--- src/rtl/ssp_pkg.sv ---
package ssp_pkg;

	localparam int FRAC_BITS   = 16;
	localparam int LEN_W       = 11;
	localparam int POS_IN_W    = 26;
	localparam int RAD_W       = 18;
	localparam int RS_W        = RAD_W + 1;
	localparam int ID_W        = 10;
	localparam int SHEAR_W     = 27;
	localparam int STIFF_W     = 21;
	localparam int OUT_W       = 32;
	localparam int ENERGY_W    = 19;

	// internal position and separation widths
	localparam int POS_W       = 30;
	localparam int MAG_W       = POS_W - 1;
	localparam int SQ_W        = 2 * MAG_W;
	localparam int D2_W        = SQ_W + 2;
	localparam int DIFF_W      = RS_W + 1;
	localparam int CD2_W       = 2 * RS_W;
	localparam int ROOT_W      = RS_W;
	localparam int SQ_N        = ROOT_W;
	localparam int FPROD_W     = STIFF_W + RS_W;
	localparam int F_W         = FPROD_W - FRAC_BITS;
	localparam int ESQ_W       = 2 * RS_W;
	localparam int NUM_W       = F_W + RS_W;
	localparam int QUO_W       = F_W;
	localparam int DIV_N       = QUO_W;
	localparam int FRC_W       = QUO_W + 1;
	localparam int MOM_W       = FRC_W + DIFF_W + 1;
	localparam int AXES        = 3;

	localparam int CFG_IDX_W   = 3;
	localparam int CFG_DATA_W  = 27;

	localparam int FIFO_DEPTH  = 4;
	localparam int FIFO_AW     = 2;

	localparam logic [LEN_W-1:0]    LEN_RST     = 11'd10;
	localparam logic [STIFF_W-1:0]  STIFF_RST   = 21'd65536;
	localparam logic [ENERGY_W-1:0] ENERGY_MAX  = '1;

	// floor(n/3) = (n * 43691) >> 17 for n below 2^16
	localparam int THIRD_RECIP = 43691;
	localparam int THIRD_SHIFT = 17;

	typedef enum logic [CFG_IDX_W-1:0] {
		REG_BOX_X   = 3'd0,
		REG_BOX_Y   = 3'd1,
		REG_BOX_Z   = 3'd2,
		REG_SHEAR   = 3'd3,
		REG_STIFF   = 3'd4
	} cfg_reg_t;

	typedef struct packed {
		logic [LEN_W-1:0]          len_x;
		logic [LEN_W-1:0]          len_y;
		logic [LEN_W-1:0]          len_z;
		logic [LEN_W-1:0]          thr_x;
		logic [LEN_W-1:0]          thr_y;
		logic [LEN_W-1:0]          thr_z;
		logic signed [SHEAR_W-1:0] shear;
		logic [STIFF_W-1:0]        stiff;
	} cfg_t;

	typedef struct packed {
		logic signed [DIFF_W-1:0] dx;
		logic signed [DIFF_W-1:0] dy;
		logic signed [DIFF_W-1:0] dz;
		logic [CD2_W-1:0]         d2;
		logic [RS_W-1:0]          rs;
		logic                     contact;
	} pair_t;

	typedef struct packed {
		logic push;
		logic pop;
	} fifo_ctl_t;

	typedef struct packed {
		logic full;
		logic empty;
	} fifo_sts_t;

	function automatic logic [LEN_W-1:0] two_thirds(input logic [LEN_W-1:0] len);
		logic [LEN_W+THIRD_SHIFT-1:0] p;
		p = (LEN_W+THIRD_SHIFT)'({len, 1'b0}) * (LEN_W+THIRD_SHIFT)'(THIRD_RECIP);
		return p[THIRD_SHIFT +: LEN_W];
	endfunction

endpackage

--- src/rtl/ssp_fifo.sv ---
module ssp_fifo import ssp_pkg::*; (
	input  logic      clk,
	input  logic      arst_n,
	input  fifo_ctl_t ctl,
	output fifo_sts_t sts,
	input  pair_t     wdata,
	output pair_t     rdata
);

	pair_t              mem_q [FIFO_DEPTH];
	logic [FIFO_AW-1:0] wr_ptr_q, rd_ptr_q;
	logic [FIFO_AW:0]   count_q;

	assign sts.full  = count_q == (FIFO_AW+1)'(FIFO_DEPTH);
	assign sts.empty = count_q == '0;
	assign rdata     = mem_q[rd_ptr_q];

	always_ff @(posedge clk or negedge arst_n) begin
		if (!arst_n) begin
			wr_ptr_q <= '0;
			rd_ptr_q <= '0;
			count_q  <= '0;
		end else begin
			if (ctl.push) begin
				wr_ptr_q <= wr_ptr_q + 1'b1;
			end
			if (ctl.pop) begin
				rd_ptr_q <= rd_ptr_q + 1'b1;
			end
			if (ctl.push && !ctl.pop) begin
				count_q <= count_q + 1'b1;
			end else if (ctl.pop && !ctl.push) begin
				count_q <= count_q - 1'b1;
			end
		end
	end

	always_ff @(posedge clk) begin
		if (ctl.push) begin
			mem_q[wr_ptr_q] <= wdata;
		end
	end

endmodule

--- config.mk ---
export PLATFORM = sky130hd
export DESIGN_NAME = ssp_fifo
export DESIGN_NICKNAME = d
export VERILOG_FILES = /design/src/rtl/ssp_pkg.sv /design/src/rtl/ssp_fifo.sv
export SDC_FILE = /design/constraint.sdc
export NUM_CORES = 1
export LEC_CHECK = 0
export ABC_CLOCK_PERIOD_IN_PS = 6220
export BUFFER_PORTS_ARGS = -buffer_cell sky130_fd_sc_hd__buf_2
export CAP_MARGIN = 20
export CELL_PAD_IN_SITES_DETAIL_PLACEMENT = 2
export CELL_PAD_IN_SITES_GLOBAL_PLACEMENT = 2
export CORE_ASPECT_RATIO = 1.4
export CORE_MARGIN = 2
export CORE_UTILIZATION = 49
export DETAILED_ROUTE_END_ITERATION = 16
export GPL_TIMING_DRIVEN = 0
export PLACE_DENSITY = 0.93
export SLEW_MARGIN = 10
export SYNTH_ARGS = -nofsm -noshare
export SYNTH_HDL_FRONTEND = slang
export SYNTH_SLANG_ARGS = --single-unit
--- constraint.sdc ---
create_clock -name clk -period 6.22 [get_ports clk]
set_input_delay 0.311 -clock clk [delete_from_list [all_inputs] [get_ports clk]]
set_output_delay 0.311 -clock clk [all_outputs]
set_load 0.01 [all_outputs]
==> reports/results.tsv, run 1 <==
stage	metric	value	unit
synthesis	synth.top_cell.area_share	0.814	
run_status	failed_stage	clock tree synthesis	
floorplan	floorplan.rows	81	
placement	place.port_buffers	241	
synthesis	synthesis.instances	650	
clocking	htree_num_levels	2	
synthesis	netlist_area	17400	um^2
synthesis	netlist_top_cells_count	472 x sky130_fd_sc_hd__edfxtp_1, 118 x sky130_fd_sc_hd__mux4_2, 14 x sky130_fd_sc_hd__buf_2	
synthesis	asyncSetResetFlopFracSynth	0.0146	
clocking	clkSinkCount	479	
synthesis	postSynthRegisterBits	479	
run_status	error_message	[ERROR DPL-0033] detailed placement checks failed during check placement.	
synthesis	avgSynthCellArea	26.8	um^2
floorplan	dieHeight	227	um
synthesis	synth_cell_types	19	
clocking	cts_root_buffer	sky130_fd_sc_hd__clkbuf_16	
placement	gp_congestion	0.683	
synthesis	ys_top_cells_by_area	sky130_fd_sc_hd__edfxtp_1 81%, sky130_fd_sc_hd__mux4_2 15%, sky130_fd_sc_hd__dfrtp_1 1.0%	
floorplan	io-pin-count	242	
synthesis	yosysMostFrequentCell	sky130_fd_sc_hd__edfxtp_1	
clocking	cts_inserted_buffers	46	
placement	hpwlAfterDp	30500	um
run_status	run_status	aborted with a tool error	
clocking	cts_max_path_buffers	3	
clocking	post_cts_setup_repair_bufs	0	
synthesis	nets_in_the_synthesized_netlist	778	
synthesis	yosys_warnings	0	
clocking	number_of_gates_resized_after_cts	0	
synthesis	edff_count_synth	472	
placement	placed_instance_area	19400	um^2
placement	numPlacedInstances	1355	
synthesis	synth_largest_area_cell	sky130_fd_sc_hd__edfxtp_1	
synthesis	synth-main-ff-cell	sky130_fd_sc_hd__edfxtp_1	
floorplan	die_x	163	um
floorplan	initial_core_util	0.498	
clocking	post_cts_hold_buffer_count	114	
synthesis	seq_area_frac_synth	0.824	
==> logic make-up after synthesis <==
logic type / Yosys count / synth area share
compound gates: 1 / 0.000287
xor+xnor: 6 / 0.00302
fa+ha+maj: 6 / 0.00474
buf+inv: 30 / 0.0120
flops: 479 / 0.824
mux: 119 / 0.153
simple gates: 9 / 0.00280
==> through the flow <==
stage | hold WS (ns) | worst slack (ns)
2_1_floorplan | 0.0154 | 2.40
3_3_place_gp | 0.148 | 0.201
3_5_place_dp | 0.165 | 3.90
==> run 2, diff against run 1 <==
CELL_PAD_IN_SITES_DETAIL_PLACEMENT = unset   (was 2)
CELL_PAD_IN_SITES_GLOBAL_PLACEMENT = unset   (was 2)
CORE_ASPECT_RATIO = unset   (was 1.4)
CORE_UTILIZATION = 40   (was 49)
PLACE_DENSITY = unset   (was 0.93)
PLACE_DENSITY_LB_ADDON = 0.15   (was unset)
==> reports/results.tsv, run 2 <==
stage	metric	value	unit	change
detailed_routing	drt_drc_violations_left	0		
synthesis	nets_in_the_synthesized_netlist	778		unchanged
final_layout	layout_common_cells	472 x sky130_fd_sc_hd__edfxtp_1, 255 x sky130_fd_sc_hd__buf_2, 120 x sky130_fd_sc_hd__dlygate4sd3_1		
detailed_routing	detailedRoute.firstPassIterationCount	7		
synthesis	synthesis.instances	650		unchanged
run	max_cap_violations	0		
pwr	clock_power_share	0.268		
pwr	p_sw_frac	0.285		
synthesis	avgSynthCellArea	26.8	um^2	unchanged
placement	dp_slack	3.90	ns	+0.00636 ns
sta	timing.clock.skew	0.00970	ns	
synthesis	netlist_area	17400	um^2	unchanged
placement	gp_congestion	0.664		-2.8%
pwr	power_report.internal_total	7180	uW	
final_layout	max_reg_flops	472		
detailed_routing	avgViaCountPerCell	4.83		
sta	relSlewSlack	0.470		
final_layout	number_of_filler_cells_placed_in_the_layout	3495		
sta	tightest_slew	0.796	ns	
final_layout	finalNonFillerCells	1690		
synthesis	edff_count_synth	472		unchanged
detailed_routing	drtAntennaViolNets	0		
worst_setup_path	setup.worst_path.start_class	flop		
synthesis	synth-main-ff-cell	sky130_fd_sc_hd__edfxtp_1		
worst_setup_path	critPathMaxFanout	10		
sta	timing.fmax	363	MHz	
clocking	post_cts_hold_buffer_count	120		+5.3%
clocking	cts_tree	yes		
clocking	worst_setup_hold_path_clk_slew	0.06	ns	
clocking	skew_pair_late_insertion_delay	0.57	ns	
global_routing	total_congestion_overflow	0		
sta	whs	0.0422	ns	
sta	setup-tns-final	0	ns	
sta	finalHoldViolCount	0		
clocking	clkSinkCount	479		unchanged
worst_setup_path	criticalPathCategory	flop to output port		
clocking	cts_inserted_buffers	49		+6.5%
floorplan	floorplan.rows	76		-6.2%
min_path	timing.hold.worst.class	input pin to flop		
floorplan	fp.coreArea	43000	um^2	
final_layout	biggest_register	mem_q		
final_layout	layout_commonest_cell	sky130_fd_sc_hd__edfxtp_1		
placement	numPlacedInstances	1485		+9.6%
sta	period_minus_slack	2.76	ns	
global_routing	grt_pass1_vias	9017		
synthesis	yosysMostFrequentCell	sky130_fd_sc_hd__edfxtp_1		
floorplan	initial_core_util	0.405		-0.0929
floorplan	die_x	213	um	+30%
synthesis	synth.top_cell.area_share	0.814		unchanged
clocking	post_cts_setup_repair_bufs	0		unchanged
clocking	cts_root_buffer	sky130_fd_sc_hd__clkbuf_16		
pwr	power_frac_comb	0.301		
pwr	vdd_drop_max	0.267	mV	
global_routing	grt_start_max_net_pins	48		
detailed_routing	wire_per_inst	20.4	um	
global_routing	grt_antenna_before_repair	2		
worst_setup_path	worst_path_dominant_cell_family	buffers and inverters		
worst_setup_path	critical_path.max_stage_delay	0.55	ns	
placement	hpwlAfterDp	21000	um	-31%
worst_setup_path	timing.critical_path.arrival	2.45	ns	
worst_setup_path	cp_data_required_time	5.91	ns	
sta	period_share	0.443		
synthesis	seq_area_frac_synth	0.824		unchanged
synthesis	synth_cell_types	19		unchanged
global_routing	grt.total_usage	0.157		
worst_setup_path	cpMostUsedCell	sky130_fd_sc_hd__buf_2		
clocking	htree_num_levels	2		unchanged
final_layout	final_net_count	1199		
synthesis	netlist_top_cells_count	472 x sky130_fd_sc_hd__edfxtp_1, 118 x sky130_fd_sc_hd__mux4_2, 14 x sky130_fd_sc_hd__buf_2		
detailed_routing	wl	34500	um	
pwr	power.leakage	0.00766	uW	
synthesis	asyncSetResetFlopFracSynth	0.0146		unchanged
pwr	switching_power	2860	uW	
detailed_routing	routed-via-count	8166		
floorplan	io-pin-count	242		unchanged
synthesis	ys_top_cells_by_area	sky130_fd_sc_hd__edfxtp_1 81%, sky130_fd_sc_hd__mux4_2 15%, sky130_fd_sc_hd__dfrtp_1 1.0%		
sta	setup_repair_after_global_routing_missed_its_margin	no		
run_status	run_status	finished, final reports clean		
worst_setup_path	type_of_destination_of_the_critical_path	output port		
pwr	seq_power_share	0.431		
clocking	number_of_gates_resized_after_cts	0		unchanged
global_routing	grt_pass1_wl	52900	um	
synthesis	postSynthRegisterBits	479		unchanged
sta	final_max_slew_viol_count	0		
floorplan	fp.dieArea	45200	um^2	
worst_setup_path	timing.critical_path.slowest_stage_cell	sky130_fd_sc_hd__clkbuf_1		
sta	finalWorstSetupSlack	3.46	ns	
synthesis	yosys_warnings	0		unchanged
final_layout	areaGrowthSynthToFinish	27.8	%	
final_layout	post-route-util	0.518		
detailed_routing	detailedRoute.firstIterationViolations	484		
final_layout	drive_above_1_share	0.414		
placement	place.port_buffers	241		unchanged
worst_setup_path	crit_chain	clkbuf_1, buf_2, mux4_2, buf_2		
floorplan	dieHeight	213	um	-6.3%
worst_setup_path	worstPathBufferInverterCount	3		
pwr	p_per_area	452	nW/um^2	
final_layout	largest_registers	mem_q x472, count_q x3		
synthesis	synth_largest_area_cell	sky130_fd_sc_hd__edfxtp_1		
sta	setup_violations	0		
clocking	cts_max_path_buffers	3		unchanged
run 2: cell counts after synthesis:
No cell type changed its count.
run 2: area by class of cell:
class	instances	area, um^2	area share
well taps	585	732	0.0329
plain buffers	26	194	0.00872
clock buffers	65	1290	0.0578
inverters	4	15.0	0.000675
clock inverters	19	164	0.00737
flip-flops and latches	479	14300	0.645
multi-input cells	141	2870	0.129
diodes	1	2.50	0.000112
repair buffers	370	2640	0.119
run 2: worst register-to-register path, stage by stage, from the launching register on:
cell and delay [ns]:
sky130_fd_sc_hd__dfrtp_1 0.42, sky130_fd_sc_hd__inv_1 0.10, sky130_fd_sc_hd__ha_1 0.15, sky130_fd_sc_hd__and2_4 0.52, sky130_fd_sc_hd__buf_16 0.34, sky130_fd_sc_hd__buf_16 0.30
run 2: power by group through the flow:
stage | Combinational, uW | Sequential (uW) | Clock [uW]
6_report | 3020 | 4330 | 2690
5_1_grt | 3300 | 4390 | 2890
4_1_cts | 3140 | 4340 | 2780
3_5_place_dp | 3070 | 4410 | 0
3_3_place_gp | 2980 | 4550 | 0
2_1_floorplan | 1850 | 4440 | 0
run 2: logic make-up after synthesis:
| family | after synthesis | synth area share |
|---|---|---|
| flops | 479 | 0.824 |
| mux | 119 | 0.153 |
| buf+inv | 30 | 0.0120 |
| simple gates | 9 | 0.00280 |
| xor+xnor | 6 | 0.00302 |
| fa+ha+maj | 6 | 0.00474 |
| compound gates | 1 | 0.000287 |
run 2: final timing paths:
path | start | endpoint | slack [ns] | depth (start not counted)
worst max-delay path | rd_ptr_q[1] | rdata[44] | 3.46 | 4
worst min-delay path | ctl[1] | wr_ptr_q[0] | 0.04 | 2
worst max register to register | wr_ptr_q[0] | mem_q[0][16] | 4.04 | 5
worst min register to register | count_q[2] | count_q[2] | 0.49 | 1
max in group asynchronous | arst_n | rd_ptr_q[0] | 5.94 | 2
min in group asynchronous | arst_n | rd_ptr_q[1] | 0.12 | 2
run 2: per-layer routing:
metal  GRT usage  vias to the layer above  part of all wire
met1       0.203                     4222              0.42
met3      0.0421                       54             0.066
met4      0.0538                        2             0.024
met5           0                        -           0.00032
li1            -                     3672                 -
met2       0.258                      216              0.49
run 2: metrics by stage:
stage | area [um^2] | total power (uW)
floorplan | 17400 | 6290
global placement | 19400 | 7530
detailed placement | 19600 | 7480
finish | 22300 | 10000
global route | 22300 | 10600
CTS | 22200 | 10300
(Power assumes the default switching activity.)
